===== src/hdl/slxfp_pkg.sv =====
`timescale 1ns / 1ps
// ----------------------------------------------------------------------------
// slxfp_pkg: shared types and constants of the sync/length/XOR frame parser
// Holds the byte role codes, register indexes and the structs that pass
// configuration and per-byte results between the parser modules.
// ----------------------------------------------------------------------------
package slxfp_pkg;

  localparam int unsigned ByteW  = 8;
  localparam int unsigned LenW   = 16;
  localparam int unsigned RoleW  = 3;
  localparam int unsigned CfgIdxW = 2;
  localparam int unsigned CfgDataW = 16;

  // Byte role codes carried on the result channel.
  localparam logic [RoleW-1:0] ROLE_HUNT    = 3'd0;
  localparam logic [RoleW-1:0] ROLE_SYNC    = 3'd1;
  localparam logic [RoleW-1:0] ROLE_LEN     = 3'd2;
  localparam logic [RoleW-1:0] ROLE_TYPE    = 3'd3;
  localparam logic [RoleW-1:0] ROLE_PAYLOAD = 3'd4;
  localparam logic [RoleW-1:0] ROLE_CHECK   = 3'd5;

  // Configuration register indexes.
  localparam logic [CfgIdxW-1:0] REG_SYNC_FIRST     = 2'd0;
  localparam logic [CfgIdxW-1:0] REG_SYNC_SECOND    = 2'd1;
  localparam logic [CfgIdxW-1:0] REG_MAX_LENGTH     = 2'd2;
  localparam logic [CfgIdxW-1:0] REG_DELIVER_ENABLE = 2'd3;

  localparam logic [LenW-1:0] MAX_LENGTH_RESET = 16'd10240;
  localparam logic [LenW-1:0] MIN_LENGTH       = 16'd2;

  typedef struct packed {
    logic [ByteW-1:0] sync_first;
    logic [ByteW-1:0] sync_second;
    logic [LenW-1:0]  max_length;
    logic             deliver_enable;
  } cfg_t;

  typedef struct packed {
    logic [ByteW-1:0] byte_out;
    logic [RoleW-1:0] byte_role;
    logic             frame_start;
    logic             frame_done;
    logic             frame_good;
    logic             deliver;
    logic             length_error;
  } result_t;

endpackage


===== src/hdl/slxfp_step.sv =====
`timescale 1ns / 1ps
// ----------------------------------------------------------------------------
// slxfp_step: frame parser state machine
// Holds the parse phase, remaining payload count, length low byte and
// running XOR, classifies the presented byte and advances on each request.
// ----------------------------------------------------------------------------
module slxfp_step (
  input  logic                         clk,
  input  logic                         rst_n,
  input  logic                         advance,
  input  logic [slxfp_pkg::ByteW-1:0]  byte_in,
  input  slxfp_pkg::cfg_t              cfg,
  output slxfp_pkg::result_t           result
);
  import slxfp_pkg::*;

  typedef enum logic [2:0] {
    PH_HUNT, PH_SYNC2, PH_LEN_LO, PH_LEN_HI,
    PH_TYPE1, PH_TYPE2, PH_PAYLOAD, PH_CHECK
  } phase_t;

  phase_t           phase_r, phase_nxt;
  logic [LenW-1:0]  count_r, count_nxt;
  logic [ByteW-1:0] len_lo_r, len_lo_nxt;
  logic [ByteW-1:0] xor_r, xor_nxt;

  logic [LenW-1:0]  length;
  logic             is_sync_first;
  logic             len_bad;
  logic [ByteW-1:0] xor_acc;
  logic [LenW-1:0]  count_dec;

  assign length        = {byte_in, len_lo_r};
  assign is_sync_first = (byte_in == cfg.sync_first);
  assign len_bad       = (length > cfg.max_length) || (length < MIN_LENGTH);
  assign xor_acc       = xor_r ^ byte_in;
  assign count_dec     = count_r - LenW'(1);

  always_comb begin
    phase_nxt  = phase_r;
    count_nxt  = count_r;
    len_lo_nxt = len_lo_r;
    xor_nxt    = xor_r;
    result     = '0;
    result.byte_out  = byte_in;
    result.byte_role = ROLE_HUNT;

    unique case (phase_r)
      PH_HUNT, PH_SYNC2, PH_LEN_HI: begin
        if (phase_r == PH_SYNC2 && byte_in == cfg.sync_second) begin
          phase_nxt        = PH_LEN_LO;
          result.byte_role = ROLE_SYNC;
        end else if (phase_r == PH_LEN_HI && !len_bad) begin
          count_nxt        = length - MIN_LENGTH;
          xor_nxt          = '0;
          phase_nxt        = PH_TYPE1;
          result.byte_role = ROLE_LEN;
        end else begin
          // Rejected byte is looked at again as a possible frame start.
          result.length_error = (phase_r == PH_LEN_HI);
          if (is_sync_first) begin
            phase_nxt          = PH_SYNC2;
            result.byte_role   = ROLE_SYNC;
            result.frame_start = 1'b1;
          end else begin
            phase_nxt = PH_HUNT;
          end
        end
      end
      PH_LEN_LO: begin
        len_lo_nxt       = byte_in;
        phase_nxt        = PH_LEN_HI;
        result.byte_role = ROLE_LEN;
      end
      PH_TYPE1: begin
        xor_nxt          = xor_acc;
        phase_nxt        = PH_TYPE2;
        result.byte_role = ROLE_TYPE;
      end
      PH_TYPE2: begin
        xor_nxt          = xor_acc;
        phase_nxt        = (count_r == '0) ? PH_CHECK : PH_PAYLOAD;
        result.byte_role = ROLE_TYPE;
      end
      PH_PAYLOAD: begin
        xor_nxt          = xor_acc;
        if (count_r != '0) begin
          count_nxt = count_dec;
        end
        if (count_r == '0 || count_dec == '0) begin
          phase_nxt = PH_CHECK;
        end
        result.byte_role = ROLE_PAYLOAD;
      end
      PH_CHECK: begin
        xor_nxt           = xor_acc;
        phase_nxt         = PH_HUNT;
        result.byte_role  = ROLE_CHECK;
        result.frame_done = 1'b1;
        result.frame_good = (xor_acc == '0);
        result.deliver    = (xor_acc == '0) && cfg.deliver_enable;
      end
      default: begin
        phase_nxt = PH_HUNT;
      end
    endcase
  end

  always_ff @(posedge clk) begin
    if (!rst_n) begin
      phase_r  <= PH_HUNT;
      count_r  <= '0;
      len_lo_r <= '0;
      xor_r    <= '0;
    end else if (advance) begin
      phase_r  <= phase_nxt;
      count_r  <= count_nxt;
      len_lo_r <= len_lo_nxt;
      xor_r    <= xor_nxt;
    end
  end

endmodule


===== src/hdl/sync_length_xor_frame_parser_core.sv =====
`timescale 1ns / 1ps
// ----------------------------------------------------------------------------
// sync_length_xor_frame_parser_core: byte-stream frame parser top level
// Each accepted request's result is registered in the output register,
// or in the skid entry when the result side stalls. One byte per cycle
// while in_stall is low. A two-entry result buffer (output register plus
// skid) keeps input open for one extra request while the result side stalls.
// Reset (synchronous, rst_n low) returns the parser to hunting, clears the
// buffers and loads register defaults (max_length 10240, all others zero).
// ----------------------------------------------------------------------------
module sync_length_xor_frame_parser_core (
  input  logic                                clk,
  input  logic                                rst_n,

  // Configuration write port.
  input  logic                                cfg_wr_en,
  input  logic [slxfp_pkg::CfgIdxW-1:0]       cfg_index,
  input  logic [slxfp_pkg::CfgDataW-1:0]      cfg_wr_data,

  // Input byte channel.
  input  logic                                in_valid,
  output logic                                in_stall,
  input  logic [slxfp_pkg::ByteW-1:0]         in_byte_in,

  // Result channel.
  output logic                                out_valid,
  input  logic                                out_stall,
  output logic [slxfp_pkg::ByteW-1:0]         out_byte_out,
  output logic [slxfp_pkg::RoleW-1:0]         out_byte_role,
  output logic                                out_frame_start,
  output logic                                out_frame_done,
  output logic                                out_frame_good,
  output logic                                out_deliver,
  output logic                                out_length_error
);
  import slxfp_pkg::*;

  // Configuration registers. Writes are expected only while the block is idle.
  cfg_t cfg_r;

  always_ff @(posedge clk) begin
    if (!rst_n) begin
      cfg_r.sync_first     <= '0;
      cfg_r.sync_second    <= '0;
      cfg_r.max_length     <= MAX_LENGTH_RESET;
      cfg_r.deliver_enable <= 1'b0;
    end else if (cfg_wr_en) begin
      unique case (cfg_index)
        REG_SYNC_FIRST:     cfg_r.sync_first     <= cfg_wr_data[ByteW-1:0];
        REG_SYNC_SECOND:    cfg_r.sync_second    <= cfg_wr_data[ByteW-1:0];
        REG_MAX_LENGTH:     cfg_r.max_length     <= cfg_wr_data[LenW-1:0];
        REG_DELIVER_ENABLE: cfg_r.deliver_enable <= cfg_wr_data[0];
        default: ;
      endcase
    end
  end

  // The input is stalled only when the skid entry is occupied, so the
  // stall is a plain register output and never depends on in_valid.
  logic    skid_valid_r;
  result_t skid_r;
  logic    out_valid_r;
  result_t out_r;
  logic    in_accept;
  logic    out_free;
  result_t step_result;

  assign in_stall  = skid_valid_r;
  assign in_accept = in_valid && !skid_valid_r;
  // The output register can take new data when empty or being drained.
  assign out_free  = !out_valid_r || !out_stall;

  // Parser state advances once per accepted request.
  slxfp_step u_step (
    .clk     (clk),
    .rst_n   (rst_n),
    .advance (in_accept),
    .byte_in (in_byte_in),
    .cfg     (cfg_r),
    .result  (step_result)
  );

  // Control part of the result buffer.
  always_ff @(posedge clk) begin
    if (!rst_n) begin
      out_valid_r  <= 1'b0;
      skid_valid_r <= 1'b0;
    end else begin
      if (skid_valid_r) begin
        // No request is accepted while the skid is full; drain it first.
        if (!out_stall) begin
          skid_valid_r <= 1'b0;
          out_valid_r  <= 1'b1;
        end
      end else if (in_accept) begin
        if (out_free) begin
          out_valid_r <= 1'b1;
        end else begin
          skid_valid_r <= 1'b1;
        end
      end else if (out_valid_r && !out_stall) begin
        out_valid_r <= 1'b0;
      end
    end
  end

  // Payload part of the result buffer; no reset needed.
  always_ff @(posedge clk) begin
    if (skid_valid_r) begin
      if (!out_stall) begin
        out_r <= skid_r;
      end
    end else if (in_accept) begin
      if (out_free) begin
        out_r <= step_result;
      end else begin
        skid_r <= step_result;
      end
    end
  end

  assign out_valid        = out_valid_r;
  assign out_byte_out     = out_r.byte_out;
  assign out_byte_role    = out_r.byte_role;
  assign out_frame_start  = out_r.frame_start;
  assign out_frame_done   = out_r.frame_done;
  assign out_frame_good   = out_r.frame_good;
  assign out_deliver      = out_r.deliver;
  assign out_length_error = out_r.length_error;

  // The skid entry is only ever filled behind a held output register.
  a_skid_behind_out : assert property (@(posedge clk) disable iff (!rst_n)
    skid_valid_r |-> out_valid_r)
    else $error("skid entry holds a result while the output register is empty");

  // A request accepted into an empty buffer shows up on the next cycle.
  a_accept_to_out : assert property (@(posedge clk) disable iff (!rst_n)
    (in_accept && !out_valid_r) |=> out_valid_r)
    else $error("accepted request did not reach the output register");

  // Frame end flags only ride on a check byte.
  a_done_is_check : assert property (@(posedge clk) disable iff (!rst_n)
    (out_valid && out_frame_done) |-> (out_byte_role == ROLE_CHECK))
    else $error("frame_done on a byte that is not a check byte");

  // Delivery requires a good, finished frame.
  a_deliver_good : assert property (@(posedge clk) disable iff (!rst_n)
    (out_valid && out_deliver) |-> (out_frame_good && out_frame_done))
    else $error("deliver set without a good finished frame");

endmodule


===== config.mk =====
export PLATFORM = sky130hd
export DESIGN_NAME = sync_length_xor_frame_parser_core
export DESIGN_NICKNAME = d
export VERILOG_FILES = /design/src/hdl/slxfp_pkg.sv /design/src/hdl/slxfp_step.sv /design/src/hdl/sync_length_xor_frame_parser_core.sv
export SDC_FILE = /design/constraint.sdc
export NUM_CORES = 1
export LEC_CHECK = 0
export ABC_CLOCK_PERIOD_IN_PS = 3020
export BUFFER_PORTS_ARGS = -buffer_cell sky130_fd_sc_hd__buf_2
export CORE_AREA = 2 2 137 112
export CTS_BUF_LIST = sky130_fd_sc_hd__clkbuf_4 sky130_fd_sc_hd__clkbuf_8
export DETAILED_ROUTE_END_ITERATION = 10
export DIE_AREA = 0 0 139 114
export SYNTH_ARGS = -nofsm -noshare
export SYNTH_HDL_FRONTEND = slang
export SYNTH_SLANG_ARGS = --single-unit

===== constraint.sdc =====
create_clock -name clk -period 3.02 [get_ports clk]
set_input_delay 0 -clock clk [delete_from_list [all_inputs] [get_ports clk]]
set_output_delay 0 -clock clk [all_outputs]
set_load 0.1 [all_outputs]

==> flow_summary_export.csv, run 1 <==
group,metric,value,unit
status,status,"finished clean",
power_and_ir_drop,vdd_drop_max,0.000229,V
grt,grt_pass1_vias,4647,
finish,ff_latch_area,2360,µm²
timing,rsz0062_at_grt,"no",
timing,worst_slack,184,ps
finish,fill_cells,1411,
worst_hold_path,min_path_type,"primary input to flip-flop",
placed_design,place_hpwl,10500,µm
placed_design,dp_slack,224,ps
synth,yosysWarnings,0,
drt,ant_nets,0,
die,die_w,139,µm
power_and_ir_drop,power.density,427,nW/µm²
worst_setup_path,critPathMaxFanout,18,
synth,synth_edf_count,32,
timing,tightest_slew,1110,ps
grt,antenna_found_initial,0,
finish,n_antenna_cell,0,
die,rows,40,
clocking,cts_buffers,9,
clocking,cts_tree,"yes",
clocking,htreeDepth,3,
finish,fin_nets,744,
die,ioPinCount,49,
die,die_area,15800,µm²
finish,design_area,6560,µm²
timing,worst_clock_skew,17.8,ps
synth,syn_area,5670,µm²
clocking,clockRootBuffer,"clkbuf_8",
grt,grt-ovfl-total,0,
synth,syn_area_per_cell,8.96,µm²
die,start_util,38.8,%
synth,synth_cell_types,57,
die,core_area,14600,µm²
timing,fin_hold_ws,37.2,ps
placed_design,placed_area,6160,µm²
timing,finalCritPeriodShare,93.9,%
placed_design,gp_congestion,0.876,
grt,grt_pass1_wl,24100,µm
drt,vias_per_cell,5.36,
synth,async_flop_share,0,%
finish,area_growth,15.6,%
drt,vias,4757,
clocking,clock_latency,390,ps
drt,wl,14600,µm
timing,finalSetupViolCount,0,
drt,drt-wirelength-per-cell,16.5,µm
grt,busiest_layer,"met2",
clocking,max-clock-path-buffers,2,
worst_setup_path,path_class,"flip-flop to flip-flop",
worst_setup_path,crit_path_start_kind,"flip-flop",
grt,grt_use_met1,26.8,%
synth,syn_nets,684,
job,maxCapViolCount,0,
finish,final_cell_mix,"85 x nand2_1, 70 x dfxtp_1, 48 x buf_2, 46 x nor2_1, 33 x nor2b_1",
timing,finalHoldViolCount,0,
grt,met3_usage,4.03,%
worst_setup_path,worstPathRequired,3300,ps
clocking,clock-sinks,102,
finish,multiInputGateArea,3060,µm²
power_and_ir_drop,p_leak,2.53,nW
clocking,clkTransAtPathRegs,110,ps
grt,grtUsageMet2,29.8,%
timing,max_slew_margin,25.5,%
synth,ys.flop_type,"dfxtp_1",
worst_setup_path,worst_setup_path_end_kind,"flip-flop",
placed_design,numPortBuffers,48,
drt,drc,0,
finish,drive_gt1_share,16.9,%
timing,slew_viol_final,0,
drt,dr.pass1.iters,5,
timing,clock.fmax,0.353,GHz
finish,final_common_cell,"nand2_1",
synth,ys_ff_latch,102,
timing,period_needed,2840,ps
synth,ys_seq_area_share,41.7,%
timing,finalSetupTns,0,ps
grt,grt_max_degree,47,
drt,drt-initial-drc-count,359,
die,die_h,114,µm
synth,syn_inst,633,
worst_setup_path,arrival,3120,ps
grt,grt_usage,19.0,%
layer usage:
| metal | part of all wire [%] | routed length (µm) |
|---|---|---|
| met1 | 49 | 7140 |
| met2 | 45 | 6500 |
| met3 | 5.4 | 793 |
| met4 | 1.1 | 164 |
| met5 | 0 | 0 |
final cells by class:
type / count / area share (%)
Clock inverter: 7 / 1.34
Clock buffer: 9 / 1.89
Timing Repair Buffer: 90 / 9.12
Tap cell: 189 / 3.61
Inverter: 23 / 1.32
Sequential cell: 102 / 36.0
Multi-Input combinational cell: 467 / 46.7
critical path, stage by stage, from the launching register on:
cell and delay (ps):
dfxtp_1 340, inv_1 40, ha_1 310, nand4_1 220
nor4_2 390, a21oi_1 80, a221o_2 340, nor2_2 220
a21boi_4 190, or2b_4 370, o221a_2 240
state kept, by name (all words and copies together), names as in the netlist:
register and count:
cfg_r 33, in_stall 1, out_byte_out 8, out_byte_role 3, out_deliver 1, out_frame_done 1
out_frame_good 1, out_frame_start 1, out_length_error 1, out_valid 1, skid_r 16, u_step.count_r 16
u_step.len_lo_r 8, u_step.phase_r 3, u_step.xor_r 8
through the flow:
stage               utilization [%]  cells  total power, W
floorplan                         -    633         0.00177
global placement               42.2    854         0.00187
detailed placement             42.2    854         0.00187
CTS                            44.8    887         0.00282
global route                   44.9    887         0.00291
finish                         44.9    887         0.00280
Yosys cell counts (all sizes together) (7+ instances only):
master | instances | area (µm²)
a21oi | 16 | 80.1
o211ai | 10 | 75.1
o21ai | 33 | 165
inv | 23 | 86.3
nand3 | 14 | 70.1
mux2i | 27 | 270
mux2 | 14 | 158
a21boi | 19 | 154
xnor2 | 25 | 219
nor2b | 33 | 206
clkbuf | 34 | 128
o21a | 10 | 75.1
nor4 | 11 | 68.8
buf | 7 | 43.8
nor3 | 13 | 81.3
nand4 | 9 | 56.3
nor2 | 47 | 179
edfxtp | 32 | 961
dfxtp | 70 | 1400
o22ai | 9 | 56.3
nand2 | 85 | 319
xor2 | 13 | 114
ha | 20 | 250
and3 | 12 | 75.1
logic make-up (layout without fill, tap and decap cells):
| logic type | Yosys count | count (layout) | synth area share [%] |
|---|---|---|---|
| AO/OA/AOI/OAI | 117 | 117 | 13.7 |
| XOR/XNOR | 38 | 38 | 5.87 |
| adder cells (fa/ha/maj) | 20 | 20 | 4.41 |
| buffers and inverters | 64 | 129 | 4.55 |
| flip-flops | 102 | 102 | 41.7 |
| multiplexers | 41 | 41 | 7.55 |
| AND/OR/NAND/NOR | 251 | 251 | 22.3 |
worst paths after layout:
check,startpoint,slack [ps],to,cells after the start
max,cfg_r[16],180,u_step.count_r[11],10
min,cfg_index[1],40,cfg_r[0],4
max reg2reg,cfg_r[16],180,u_step.count_r[11],10
min reg2reg,cfg_r[8],470,cfg_r[8],2
timing repair:
item	in CTS	in global routing
hold buffers	17	0
buffers inserted	0	0
endpoints found under the hold margin	34	0
gates resized for setup	0	3
endpoints found under the setup margin	0	13
where the power goes:
part / internal (W) / total (W) / switching [W]
sequential: 0.00145 / 0.00146 / 0.0000149
combinational: 0.000129 / 0.000397 / 0.000268
clock: 0.000404 / 0.000939 / 0.000536
total: 0.00198 / 0.00280 / 0.000819
Note: power is estimated with default switching activity, not from simulation.
==> run 2, diff against run 1 <==
--- a/config.mk
+++ b/config.mk
@@ -7,10 +7,11 @@
 export LEC_CHECK = 0
 export ABC_CLOCK_PERIOD_IN_PS = 3020
 export BUFFER_PORTS_ARGS = -buffer_cell sky130_fd_sc_hd__buf_2
-export CORE_AREA = 2 2 137 112
+export CORE_AREA = 2 2 117 96
 export CTS_BUF_LIST = sky130_fd_sc_hd__clkbuf_4 sky130_fd_sc_hd__clkbuf_8
 export DETAILED_ROUTE_END_ITERATION = 10
-export DIE_AREA = 0 0 139 114
+export DIE_AREA = 0 0 119 98
+export PLACE_DENSITY_LB_ADDON = 0.3
 export SYNTH_ARGS = -nofsm -noshare
 export SYNTH_HDL_FRONTEND = slang
 export SYNTH_SLANG_ARGS = --single-unit
==> run 2 against run 1 <==
Effect of this change: worst hold slack worse by 12 ps; final cell count is 5.1% lower; global-route usage is 6.6 points higher; largest cell class unchanged; routed wire length is 2.3% lower; setup slack better by 2.8 ps; design area is 0.74% lower; highest routed layer unchanged.
==> flow_summary_export.csv, run 2 (synthesis gave the netlist of run 1 again) <==
group,metric,value,unit
die,die_area,11700,µm²
clocking,cts_buffers,9,
clocking,clock_latency,380,ps
worst_setup_path,worstPathRequired,3300,ps
status,status,"finished clean",
drt,route.met2.wl,6660,µm
clocking,cts_tree,"yes",
drt,drc,0,
clocking,clockRootBuffer,"clkbuf_8",
drt,met3_length,795,µm
finish,largest_register,"cfg_r",
drt,vias_per_cell,5.70,
grt,grt_pass1_wl,23700,µm
timing,rsz0062_at_grt,"no",
die,die_h,98,µm
timing,worst_slack,186,ps
finish,final_cell_mix,"85 x nand2_1, 70 x dfxtp_1, 48 x buf_2, 46 x nor2_1, 33 x nor2b_1",
drt,drt-met1-wl,6520,µm
drt,wl,14300,µm
worst_setup_path,arrival,3110,ps
finish,reg_top3,"cfg_r x33, skid_r x16, u_step.count_r x16",
die,rows,34,
grt,grt-ovfl-total,0,
worst_hold_path,min_path_type,"primary input to flip-flop",
drt,vias,4800,
worst_setup_path,r2r-start,"cfg_r[16]",
timing,worst_clock_skew,7.72,ps
worst_hold_path,holdCritStartpoint,"cfg_index[1]",
grt,antenna_found_initial,0,
timing,finalCritPeriodShare,93.8,%
grt,grt_usage,25.6,%
timing,finalHoldViolCount,0,
drt,drt-wirelength-per-cell,16.9,µm
worst_setup_path,crit_path_start_kind,"flip-flop",
drt,ant_nets,0,
placed_design,numPortBuffers,48,
placed_design,gp_congestion,0.899,
drt,drt-initial-drc-count,291,
die,ioPinCount,49,
finish,final_common_cell,"nand2_1",
worst_setup_path,startpoint,"cfg_r[16]",
finish,fin_nets,744,
power_and_ir_drop,power.density,434,nW/µm²
power_and_ir_drop,p_leak,2.54,nW
timing,finalSetupViolCount,0,
finish,area_growth,14.8,%
clocking,htreeDepth,3,
die,start_util,53.5,%
drt,dr.pass1.iters,5,
die,core_area,10600,µm²
grt,grt_pass1_vias,4675,
drt,top_layer_used,"met4",
clocking,clock-sinks,102,
die,die_w,119,µm
worst_setup_path,critPathMaxFanout,14,
clocking,post_cts_buffers,0,
placed_design,place_hpwl,9990,µm
finish,largest_register_ffs,33,
placed_design,dp_slack,185,ps
worst_setup_path,path_class,"flip-flop to flip-flop",
timing,tightest_slew,1100,ps
worst_setup_path,worst_setup_path_end_kind,"flip-flop",
power_and_ir_drop,vdd_drop_max,0.000362,V
timing,period_needed,2830,ps
clocking,clkTransAtPathRegs,100,ps
finish,n_antenna_cell,0,
timing,slew_viol_final,0,
timing,finalSetupTns,0,ps
grt,grt_max_degree,65,
finish,drive_gt1_share,16.8,%
timing,clock.fmax,0.353,GHz
timing,max_slew_margin,26.6,%
job,maxCapViolCount,0,
clocking,max-clock-path-buffers,2,
## run 2: repair_timing
action,CTS,global route
hold endpoints to repair,35,0
setup endpoints to repair,0,1
hold buffers,18,0
gates resized for setup,0,2
## run 2: area by class of cell
type	instances	area [µm²]
fillers	901	4090
multi-input cells	467	3060
flip-flops and latches	102	2360
repair buffers	90	601
well taps	144	180
clock buffers	10	131
inverters	23	86.3
clock inverters	6	85.1
## run 2: final timing paths
check                                     endpoint  slack [ps]  cells after the start
worst max-delay path            u_step.count_r[11]         190                     10
worst min-delay path                      cfg_r[0]          30                      4
worst max register to register  u_step.count_r[11]         190                     10
worst min register to register            cfg_r[6]         470                      2
## run 2: per-layer routing
metal | global-route usage [%] | vias up
met5 | 0 | -
met4 | 7.23 | 0
met3 | 5.32 | 24
met2 | 41.2 | 167
met1 | 34.9 | 2276
li1 | - | 2333
## run 2: power by group
group,total [W],leakage (nW),switching [W],internal (W)
combinational,0.000402,1.56,0.000273,0.000129
clock,0.000960,0.114,0.000483,0.000477
sequential,0.00146,0.873,0.0000153,0.00145
total,0.00283,2.54,0.000771,0.00206
## run 2: critical path, cell delays in order (launching register included)
cell and delay [ps]:
dfxtp_1 340, inv_1 50, ha_1 310, nand4_1 200, nor4_2 350, a21oi_1 90
a221o_2 340, nor2_2 250, a21boi_4 180, or2b_4 370, o221a_2 240
## run 2: stage by stage
stage          utilization [%]  std cells  area, µm²  hold slack [ps]  power (W)
6_report                  61.4        842       6510             25.6    0.00283
5_1_grt                   61.4        842       6510             26.9    0.00292
4_1_cts                   61.3        842       6490             16.7    0.00285
3_5_place_dp              57.6        808       6100              249    0.00188
3_3_place_gp              57.6        808       6100              241    0.00187
2_1_floorplan                -        633       5670             98.9    0.00177
